### src/hw/rtl/gorect_pkg.sv
// Shared package of the grid occupancy rectangle engine: grid geometry,
// field widths, operation and register codes, and controller/datapath structs.
// No dependencies.
package gorect_pkg;

    // Grid geometry
    localparam int MAX_ROWS = 64;
    localparam int MAX_COLS = 256;
    localparam int ROW_W    = (MAX_ROWS > 1) ? $clog2(MAX_ROWS) : 1;
    localparam int COL_W    = (MAX_COLS > 1) ? $clog2(MAX_COLS) : 1;
    localparam int ADDR_W   = ROW_W + COL_W;
    localparam int MEM_DEPTH = 1 << ADDR_W;

    // Field widths
    localparam int OPCODE_W = 1;
    localparam int RECT_X_W = 10;
    localparam int RECT_Y_W = 10;
    localparam int RECT_WIDTH_W  = 9;
    localparam int RECT_HEIGHT_W = 7;
    localparam int CODE_W   = 8;
    localparam int ROWS_CFG_W = 7;
    localparam int COLS_CFG_W = 9;
    localparam int CFG_IDX_W  = 2;
    localparam int CFG_DATA_W = 9;

    // Signed coordinate width: holds x + width and the grid sizes
    localparam int CRD_W = 12;

    // Operation codes
    localparam logic [OPCODE_W-1:0] OP_FILL  = 1'b0;
    localparam logic [OPCODE_W-1:0] OP_CHECK = 1'b1;

    // Configuration register indexes
    localparam logic [CFG_IDX_W-1:0] CFG_ROWS_IN_USE = 2'd0;
    localparam logic [CFG_IDX_W-1:0] CFG_COLS_IN_USE = 2'd1;
    localparam logic [CFG_IDX_W-1:0] CFG_WALL_CODE   = 2'd2;
    localparam logic [CFG_IDX_W-1:0] CFG_EMPTY_CODE  = 2'd3;

    // Configuration reset values
    localparam logic [ROWS_CFG_W-1:0] ROWS_RST  = 7'd64;
    localparam logic [COLS_CFG_W-1:0] COLS_RST  = 9'd256;
    localparam logic [CODE_W-1:0]     WALL_RST  = 8'd35;
    localparam logic [CODE_W-1:0]     EMPTY_RST = 8'd0;

    // Controller to datapath
    typedef struct packed {
        logic clear;   // write zero at the sweep address and advance
        logic load;    // capture an accepted item
        logic issue;   // read the current cell and advance the scan
        logic finish;  // load the result register
    } t_cmd;

    // Datapath to controller
    typedef struct packed {
        logic clr_last;   // sweep is at its last entry
        logic skip;       // no cell to visit for this item
        logic scan_last;  // current cell is the last of the rectangle
        logic hit;        // check found an occupied cell
    } t_sts;

endpackage

### src/hw/rtl/gorect_ctrl.sv
// Controller of the grid occupancy rectangle engine: clearing sweep, item
// sequencing and the result valid flag. Depends on gorect_pkg.
module gorect_ctrl import gorect_pkg::*; (
    input  logic i_clk,
    input  logic i_rst_n,
    input  logic i_in_valid,
    output logic o_in_ready,
    output logic o_out_valid,
    input  logic i_out_ready,
    input  t_sts i_sts,
    output t_cmd o_cmd
);

    typedef enum logic [5:0] {
        S_CLEAR = 6'b000001,
        S_IDLE  = 6'b000010,
        S_START = 6'b000100,
        S_SCAN  = 6'b001000,
        S_DRAIN = 6'b010000,
        S_DONE  = 6'b100000
    } t_state;

    t_state r_state, n_state;
    logic   r_out_vld;

    always_comb begin
        o_cmd        = '0;
        o_cmd.clear  = (r_state == S_CLEAR);
        o_cmd.load   = (r_state == S_IDLE) && i_in_valid;
        o_cmd.issue  = (r_state == S_SCAN) && !i_sts.hit;
        o_cmd.finish = (r_state == S_DONE) && (!r_out_vld || i_out_ready);
    end

    assign o_in_ready  = (r_state == S_IDLE);
    assign o_out_valid = r_out_vld;

    always_comb begin
        n_state = r_state;
        case (r_state)
            S_CLEAR: begin
                if (i_sts.clr_last) n_state = S_IDLE;
            end
            S_IDLE: begin
                if (i_in_valid) n_state = S_START;
            end
            S_START: begin
                n_state = i_sts.skip ? S_DONE : S_SCAN;
            end
            S_SCAN: begin
                // stop early on a hit; the reads still in flight are ignored
                if (i_sts.hit) n_state = S_DONE;
                else if (i_sts.scan_last) n_state = S_DRAIN;
            end
            S_DRAIN: begin
                n_state = S_DONE;
            end
            S_DONE: begin
                if (!r_out_vld || i_out_ready) n_state = S_IDLE;
            end
            default: begin
                n_state = S_CLEAR;
            end
        endcase
    end

    always_ff @(posedge i_clk) begin
        if (!i_rst_n) begin
            r_state   <= S_CLEAR;
            r_out_vld <= 1'b0;
        end else begin
            r_state <= n_state;
            if (o_cmd.finish) r_out_vld <= 1'b1;
            else if (i_out_ready) r_out_vld <= 1'b0;
        end
    end

endmodule

### config.mk
export PLATFORM = sky130hd
export DESIGN_NAME = gorect_ctrl
export DESIGN_NICKNAME = d
export VERILOG_FILES = /design/src/hw/rtl/gorect_pkg.sv /design/src/hw/rtl/gorect_ctrl.sv
export SDC_FILE = /design/constraint.sdc
export NUM_CORES = 1
export LEC_CHECK = 0
export BUFFER_PORTS_ARGS = -buffer_cell sky130_fd_sc_hd__clkbuf_2
export CORE_AREA = 10 10 47 49
export CTS_BUF_LIST = sky130_fd_sc_hd__clkbuf_4
export DETAILED_ROUTE_END_ITERATION = 16
export DIE_AREA = 0 0 57 59
export MAX_ROUTING_LAYER = met4
export PLACE_DENSITY = 0.69
export SLEW_MARGIN = 20
export SYNTH_ARGS = -nofsm -noshare
export SYNTH_HDL_FRONTEND = slang
export SYNTH_SLANG_ARGS = --single-unit
### constraint.sdc
create_clock -name i_clk -period 1.55 [get_ports i_clk]
set_input_delay 0.31 -clock i_clk [delete_from_list [all_inputs] [get_ports i_clk]]
set_output_delay 0.31 -clock i_clk [all_outputs]
set_load 0.02 [all_outputs]
==> impl_metrics.py, run 1 <==
metrics = {
    "sta": {
        "fin_ws_ps": -319,
        "fmax_mhz": 535,
        "final.setup_skew_ps": 1.61,
        "rsz0062_at_grt": "true",
        "max-slew-margin-rel": 0.808,
        "worst_pin_slew_ps": 284,
        "holdWs_ps": 340,
        "fin_crit_sh": 1.21,
        "drv_slew": 0,
        "hold_viol_final": 0,
        "setup-tns-final_ps": -1430,
        "setup_viol": 5,
        "period_needed_ps": 1870,
    },
    "placed_design": {
        "gp_congestion": 0.852,
        "place_ws_ps": -163,
        "dp_hpwl_um": 941,
        "dp.cells": 88,
        "portBuffers": 13,
    },
    "setup_path": {
        "end_kind": "primary output",
        "rr_worst_depth": 4,
        "arrival_ps": 1560,
        "path_cells": "or4_4, nor3b_4, clkbuf_8",
        "r2r_slack_ps": 40,
        "path_max_fanout": 3,
        "required_ps": 1240,
        "critPathLaunch": "r_state[2]",
        "cp_slowest_stage_delay_ps": 580,
        "endpoint": "o_cmd[0]",
        "path_buf_inv": 1,
        "slowest_stage": "or4_4",
        "critical_path.startpoint_type": "register",
        "crit_cells": 3,
        "critPathKind": "register to primary output",
        "critPathTopFamily": "simple AND/OR/NAND/NOR gates",
        "r2r_end": "r_state[4]",
        "r2r-start": "r_state[3]",
    },
    "finish": {
        "drive_above_1_share": 0.538,
        "instances_no_fill": 94,
        "fin_nets": 87,
        "n_antenna_cell": 0,
        "areaGrowthSynthToFinish_pct": 66.5,
    },
    "clocking": {
        "htreeDepth": 1,
        "cts_root_buf": "clkbuf_4",
        "hold_buffers": 0,
        "cts_sinks": 7,
        "cts_tree": "built",
        "clk_pin_slew_ps": 60,
        "cts_buffer_depth": 2,
        "clock_latency_ps": 260,
        "numCtsBuffers": 3,
    },
    "synthesis": {
        "ys_types": 22,
        "synth-edff-count": 0,
        "synthAdderAreaFrac": 0,
        "synth-xor-area-share": 0.0412,
        "synthSimpleGateAreaFrac": 0.415,
        "netlist_instances": 50,
        "synth_compound_area_frac": 0.176,
        "yosysWarningCount": 0,
        "synthesis.nets": 58,
        "syn-mean-instance-area_um2": 8.51,
        "ys.flop_type": "dfxtp_1",
        "syn_area_um2": 425,
        "seq_area_frac_synth": 0.329,
        "synth_top_family_by_area": "simple AND/OR/NAND/NOR gates",
        "async_flop_share": 0,
        "synth_seq_cells": 7,
        "synth_mux_area_frac": 0,
    },
    "die": {
        "start_util": 0.304,
        "core_area_um2": 1400,
        "rows": 14,
        "ioPinCount": 14,
        "die_w_um": 57,
        "dieHeight_um": 59,
        "dieArea_um2": 3360,
    },
    "status": {
        "violations": "negative setup slack",
        "outcome": "finished, violations left",
    },
    "routing": {
        "firstDrtPassIters": 4,
        "drt-total-wl_mm": 1.44,
        "met1_length_um": 652,
        "wl_met2_um": 689,
        "wl_met3_um": 74,
        "top_layer": "met4",
        "antenna_left": 0,
        "drcViolationCount": 0,
        "wire_per_inst_um": 15.3,
        "viasPerCell": 5.24,
        "first_iter_violations": 9,
        "via_count": 493,
    },
    "grt": {
        "grt_pass1_vias": 528,
        "grt_antenna_before_repair": 0,
        "grt_remaining_overflow": 0,
        "grt_max_degree": 7,
        "gr-usage-all-layers": 0.0947,
        "grt_pass1_wl_mm": 2.42,
    },
    "min_path": {
        "hp-start": "i_in_valid",
        "hp-class": "primary input to register",
    },
    "power_and_ir_drop": {
        "powerDensity_nw_per_um2": 713,
        "p_leak_nw": 0.311,
        "ir_worst_vdd_uv": 452,
        "total_power_mw": 0.505,
    },
    "job": {
        "maxCapViolCount": 0,
    },
}
## worst min path at each step
stage | endpoint | slack [ps] | cells after the start
after floorplan | r_state[3] | 430 | 1
after global placement | r_state[4] | 560 | 2
after detailed placement | r_state[4] | 570 | 2
after CTS | r_state[4] | 300 | 2
after global routing | r_state[2] | 360 | 2
final | r_state[2] | 340 | 2
## layout by cell type (no fill, tap or decap)
cell | synthesis | final
nor3_1 | 5 | 4
dfxtp_2 | 0 | 3
or4b_4 | 0 | 1
o31a_1 | 3 | 3
nor2_4 | 0 | 1
or4_4 | 0 | 2
clkbuf_8 | 0 | 2
a21oi_1 | 2 | 2
buf_4 | 0 | 12
dfxtp_1 | 7 | 4
o22ai_1 | 1 | 1
inv_1 | 3 | 3
or2_2 | 2 | 2
clkbuf_2 | 0 | 8
nor3_4 | 0 | 1
and3_1 | 2 | 2
nor4b_1 | 1 | 1
xnor2_1 | 2 | 2
o311a_1 | 1 | 1
buf_6 | 0 | 2
o21a_1 | 2 | 2
nand2b_1 | 5 | 5
nor2_1 | 4 | 3
nor3b_4 | 1 | 1
nor4_2 | 0 | 1
and2_4 | 0 | 1
buf_8 | 0 | 1
or4_1 | 3 | 1
a211oi_1 | 1 | 1
clkbuf_4 | 0 | 4
nand3b_1 | 1 | 1
## synth_stat cells (all sizes together), types with 2 or more instances
| master | instances | area [um2] |
|---|---|---|
| o21a | 2 | 15.0 |
| a21oi | 2 | 10.0 |
| o31a | 3 | 26.3 |
| or2 | 2 | 12.5 |
| inv | 3 | 11.3 |
| nor3 | 5 | 25.0 |
| dfxtp | 7 | 140 |
| or4 | 3 | 22.5 |
| nor2 | 4 | 15.0 |
| xnor2 | 2 | 17.5 |
| nand2b | 5 | 31.3 |
| and3 | 2 | 12.5 |
## metrics by stage
stage,util,instance area [um2]
floorplan,-,448
detailed placement,0.426,597
global placement,0.426,597
CTS,0.480,673
finish,0.505,708
global route,0.505,708
## state kept, by name, indices dropped and copies added, names as in the netlist
register	count
r_state	6
o_out_valid	1
## worst reg2reg max path: cells and delay by family (launching register included)
kind / cells / cell delay, ps
simple gates: 2 / 680
flops: 1 / 330
compound gates: 1 / 280
buf+inv: 1 / 120
## report_power, final
group	total, mW	internal (mW)	switching (mW)
clock network	0.198	0.117	0.0811
registers	0.194	0.186	0.00757
logic	0.113	0.0544	0.0585
total	0.505	0.357	0.147
## layout make-up
type                            instances  area (um2)
Timing Repair Buffer                   25         195
Clock buffer                            4        30.0
Sequential cell                         7         144
Fill cell                             135         693
Tap cell                               16        20.0
Inverter                                3        11.3
Multi-Input combinational cell         39         308
## cell families (layout without fill, tap and decap cells)
kind of cell | Yosys count | in the layout
buf+inv | 4 | 32
simple gates | 27 | 27
flops | 7 | 7
compound gates | 10 | 10
xor+xnor | 2 | 2
## what timing repair did
item / in CTS / in global routing
gates resized for setup: 10 / 10
buffers inserted: 1 / 1
pin swaps: 1 / 2
setup endpoints to repair: 8 / 8
cloned: 0 / 0
## layer usage
metal,track usage,vias to the layer above
met5,-,-
met4,0.0570,0
met3,0.0343,3
met2,0.144,22
met1,0.104,223
li1,-,245
Note: power is estimated with default switching activity, not from simulation.
==> inputs of run 2 (changes only) <==
--- a/config.mk
+++ b/config.mk
@@ -14,2 +14,3 @@
 export PLACE_DENSITY = 0.69
+export RECOVER_POWER = 25
 export SLEW_MARGIN = 20
==> constraint.sdc (replaced) <==
create_clock -name i_clk -period 1.55 [get_ports i_clk]
set_input_delay 0.155 -clock i_clk [delete_from_list [all_inputs] [get_ports i_clk]]
set_output_delay 0.155 -clock i_clk [all_outputs]
set_load 0.02 [all_outputs]
==> run 2 against run 1 <==
  * First-iteration DRC count unchanged
  * Utilization fell by 1.2 points
  * Setup slack gained 140 ps
  * Register-to-register slack got worse by 110 ps
  * Die area stayed put
  * Sequential share of layout area up 0.70 points
  * The run still ends with negative setup slack left
  * Critical path depth unchanged
  * Clock power shrank 8%
  * Largest cell class unchanged
  * Via count down 5.5%
==> impl_metrics.py, run 2 (synthesized netlist as in run 1, its figures left out) <==
metrics = {
    "sta": {
        "drv_slew": 0,
        "setup_viol": 6,
        "rsz0062_at_grt": "true",
        "fin_ws_ps": -176,
        "period_needed_ps": 1730,
        "setup-tns-final_ps": -523,
        "hold_viol_final": 0,
        "worst_pin_slew_ps": 322,
        "final.setup_skew_ps": 0.908,
        "fmax_mhz": 580,
        "max-slew-margin-rel": 0.782,
        "fin_crit_sh": 1.11,
    },
    "finish": {
        "regMostFlops": "r_state",
        "n_antenna_cell": 0,
        "fillCellCount": 129,
        "fin_nets": 83,
        "layout_commonest_cell": "clkbuf_2",
        "largest_reg_flops": 6,
        "areaGrowthSynthToFinish_pct": 62.4,
        "final_cell_mix": "clkbuf_2, buf_4, nand2b_1",
        "instances_no_fill": 90,
        "drive_above_1_share": 0.514,
    },
    "routing": {
        "via_count": 466,
        "antenna_left": 0,
        "viasPerCell": 5.18,
        "firstDrtPassIters": 4,
        "drt-total-wl_mm": 1.31,
        "first_iter_violations": 9,
        "wire_per_inst_um": 14.5,
        "drcViolationCount": 0,
    },
    "setup_path": {
        "path_cells": "or4_4, nor3b_4, clkbuf_8",
        "end_kind": "primary output",
        "critPathKind": "register to primary output",
        "path_max_fanout": 3,
        "critical_path.startpoint_type": "register",
        "required_ps": 1390,
        "cp_slowest_stage_delay_ps": 580,
        "arrival_ps": 1570,
        "slowest_stage": "or4_4",
    },
    "clocking": {
        "numCtsBuffers": 3,
        "hold_buffers": 0,
        "cts_tree": "built",
        "htreeDepth": 1,
        "clock_latency_ps": 250,
        "cts_buffer_depth": 2,
        "clk_pin_slew_ps": 50,
        "cts_root_buf": "clkbuf_4",
        "cts_sinks": 7,
    },
    "grt": {
        "grt_remaining_overflow": 0,
        "gr-usage-all-layers": 0.0826,
        "grt_antenna_before_repair": 0,
        "grt_pass1_vias": 522,
        "grt_max_degree": 8,
        "grt_pass1_wl_mm": 2.20,
    },
    "die": {
        "dieArea_um2": 3360,
        "core_area_um2": 1400,
        "start_util": 0.304,
        "ioPinCount": 14,
        "dieHeight_um": 59,
        "die_w_um": 57,
        "rows": 14,
    },
    "power_and_ir_drop": {
        "total_power_mw": 0.498,
        "intPower_mw": 0.363,
        "seqPwrFrac": 0.387,
        "powerDensity_nw_per_um2": 722,
        "sw_frac_of_total": 0.272,
        "ir_worst_vdd_uv": 486,
        "pwr-share-comb": 0.247,
        "netSwitchingPower_mw": 0.135,
        "power.share.clock": 0.366,
        "p_leak_nw": 0.290,
    },
    "placed_design": {
        "portBuffers": 13,
        "dp_hpwl_um": 947,
        "place_ws_ps": -10.0,
        "dp.cells": 84,
        "gp_congestion": 0.813,
    },
    "job": {
        "maxCapViolCount": 0,
    },
    "status": {
        "violations": "negative setup slack",
        "outcome": "finished, violations left",
    },
    "min_path": {
        "hp-class": "primary input to register",
    },
}
[run 2: cell types whose count changed in the layout (fill, tap and decap cells not counted), sizes merged]
cell | previous run | this run
buf | 15 | 11
[run 2: critical path: cells and delay by family (launching register included)]
kind          cells  cell delay (ps)
simple gates      2              820
flops             1              320
buf+inv           1              180
[run 2: repair_timing]
action,in CTS,in global routing
resized for setup,19,8
cloned,0,0
buffers inserted,1,2
endpoints found under the setup margin,5,7
pin swaps,5,4
[run 2: layer usage]
| layer | wire length, um | global-route usage | vias up |
|---|---|---|---|
| met5 | 0 | - | - |
| met4 | 35 | 0.0705 | 0 |
| met3 | 30 | 0.0150 | 4 |
| met2 | 688 | 0.135 | 11 |
| met1 | 553 | 0.0843 | 218 |
| li1 | - | - | 233 |
[run 2: final timing paths]
| path | from | endpoint | slack [ps] | cells past startpoint |
|---|---|---|---|---|
| setup / recovery | r_state[0] | o_cmd[0] | -180 | 3 |
| hold / removal | i_sts[1] | r_state[4] | 170 | 2 |
| setup reg to reg | r_state[0] | r_state[5] | -70 | 5 |
| hold reg to reg | o_out_valid | o_out_valid | 640 | 3 |
[run 2: through the flow]
stage	hold slack, ps	util	cell area [um2]
3_5_place_dp	406	0.399	559
5_1_grt	178	0.493	691
6_report	168	0.493	691
4_1_cts	147	0.471	661
3_3_place_gp	411	0.399	559
2_1_floorplan	273	-	434
[run 2: area by class of cell]
class                      count  area [um2]  share of cell area
multi-input combinational     39         309               0.447
timing repair buffer          21         175               0.254
sequential                     7         145               0.210
clock buffer                   4        30.0              0.0435
tap                           16        20.0              0.0290
inverter                       3        11.3              0.0163
[run 2: power groups by stage]
| stage | clock, mW | combinational (mW) | sequential [mW] |
|---|---|---|---|
| finish | 0.182 | 0.123 | 0.193 |
| global placement | 0 | 0.0931 | 0.195 |
| detailed placement | 0 | 0.0948 | 0.195 |
| CTS | 0.190 | 0.110 | 0.192 |
| floorplan | 0 | 0.0552 | 0.195 |
| global route | 0.207 | 0.132 | 0.193 |
==> inputs of run 3 (changes only) <==
Settings changed: MAX_ROUTING_LAYER met4 to not set.
==> run 3 against run 2 <==
  * The flow still finishes with violations (negative setup slack)
  * Maximum frequency is 0.19% lower
  * Design area stayed put
  * Utilization stayed put
  * Sequential share of layout area stayed put
  * Critical path type unchanged
  * Sequential cell count stayed put
  * Non-clock buffer count stayed put
==> impl_metrics.py, run 3 (synthesized netlist as in run 1, its figures left out) <==
metrics = {
    "clocking": {
        "htreeDepth": 1,
        "cts_root_buf": "clkbuf_4",
        "clock_latency_ps": 250,
        "clk_pin_slew_ps": 50,
        "cts_sinks": 7,
        "cts_buffer_depth": 2,
        "cts_tree": "built",
        "numCtsBuffers": 3,
    },
    "setup_path": {
        "end_kind": "primary output",
        "r2r_end": "r_state[5]",
        "path_buf_inv": 1,
        "cp_slowest_stage_delay_ps": 580,
        "critPathKind": "register to primary output",
        "r2r-start": "r_state[0]",
        "critical_path.startpoint_type": "register",
        "slowest_stage": "or4_4",
        "critPathTopFamily": "simple AND/OR/NAND/NOR gates",
        "required_ps": 1390,
        "r2r_slack_ps": -60,
        "rr_worst_depth": 5,
        "arrival_ps": 1570,
        "path_cells": "or4_4, nor3b_4, clkbuf_8",
        "path_max_fanout": 3,
    },
    "finish": {
        "regMostFlops": "r_state",
        "drive_above_1_share": 0.514,
        "areaGrowthSynthToFinish_pct": 62.4,
        "layout_commonest_cell": "clkbuf_2",
        "fin_nets": 83,
        "n_antenna_cell": 0,
        "final_cell_mix": "clkbuf_2, buf_4, nand2b_1",
        "instances_no_fill": 90,
        "largest_reg_flops": 6,
    },
    "placed_design": {
        "portBuffers": 13,
        "dp.cells": 84,
        "dp_hpwl_um": 947,
        "gp_congestion": 0.802,
        "place_ws_ps": -10.0,
    },
    "min_path": {
        "holdPathStages": 2,
        "hp-start": "i_sts[1]",
        "hp-class": "primary input to register",
        "whs_endpoint": "r_state[4]",
    },
    "sta": {
        "final.setup_skew_ps": 0.482,
        "hold_viol_final": 0,
        "drv_slew": 0,
        "period_needed_ps": 1730,
        "fmax_mhz": 578,
        "fin_crit_sh": 1.12,
        "holdWs_ps": 167,
        "setup_viol": 6,
        "rsz0062_at_grt": "true",
        "worst_pin_slew_ps": 322,
        "fin_ws_ps": -179,
        "setup-tns-final_ps": -524,
        "max-slew-margin-rel": 0.782,
    },
    "routing": {
        "first_iter_violations": 9,
        "viasPerCell": 5.19,
        "drcViolationCount": 0,
        "drt-total-wl_mm": 1.32,
        "firstDrtPassIters": 4,
        "via_count": 467,
        "antenna_left": 0,
        "wire_per_inst_um": 14.6,
    },
    "grt": {
        "gr-usage-all-layers": 0.0804,
        "grt_pass1_wl_mm": 2.20,
        "grt_remaining_overflow": 0,
        "grt_pass1_vias": 520,
        "grt_max_degree": 8,
        "grt_antenna_before_repair": 0,
    },
    "power_and_ir_drop": {
        "powerDensity_nw_per_um2": 722,
        "ir_worst_vdd_uv": 485,
        "total_power_mw": 0.499,
        "p_leak_nw": 0.290,
    },
    "die": {
        "rows": 14,
        "core_area_um2": 1400,
        "ioPinCount": 14,
        "start_util": 0.304,
        "dieArea_um2": 3360,
        "dieHeight_um": 59,
        "die_w_um": 57,
    },
    "status": {
        "outcome": "finished, violations left",
        "violations": "negative setup slack",
    },
    "job": {
        "maxCapViolCount": 0,
    },
}
-- run 3: worst max-delay path by stage --
stage               startpoint          to  slack (ps)  depth (start not counted)
detailed placement  r_state[2]    o_cmd[2]         -10                          4
global route        r_state[0]    o_cmd[0]        -220                          3
floorplan           r_state[2]    o_cmd[2]        -110                          4
finish              r_state[0]    o_cmd[0]        -180                          3
global placement    r_state[2]  r_state[4]          20                          4
CTS                 r_state[0]    o_cmd[0]        -170                          3
-- run 3: final cells by class --
type / count / area [um2]
Clock buffer: 4 / 30.0
Fill cell: 129 / 711
Inverter: 3 / 11.3
Multi-Input combinational cell: 39 / 309
Sequential cell: 7 / 145
Tap cell: 16 / 20.0
Timing Repair Buffer: 21 / 175
-- run 3: report_power, final --
part / leakage (nW) / switching [mW] / internal (mW)
combinational: 0.214 / 0.0624 / 0.0609
sequential: 0.0581 / 0.00624 / 0.187
clock: 0.0184 / 0.0670 / 0.116
-- run 3: timing repair --
action                                  CTS  global route
pin swaps                                 5             4
resized for setup                        19             8
hold buffers                              0             0
setup buffers                             1             2
endpoints found under the setup margin    5             7
hold endpoints to repair                  0             0
-- run 3: per-layer routing --
layer,wire [um],global-route usage,up-vias
met2,691,0.135,11
met5,0,0,-
met1,527,0.0796,218
met4,35,0.0705,0
met3,60,0.0236,4
li1,-,-,234
-- run 3: metrics by stage --
stage,area [um2],utilization
detailed placement,559,0.399
floorplan,434,-
global placement,559,0.399
global route,691,0.493
CTS,661,0.471
finish,691,0.493
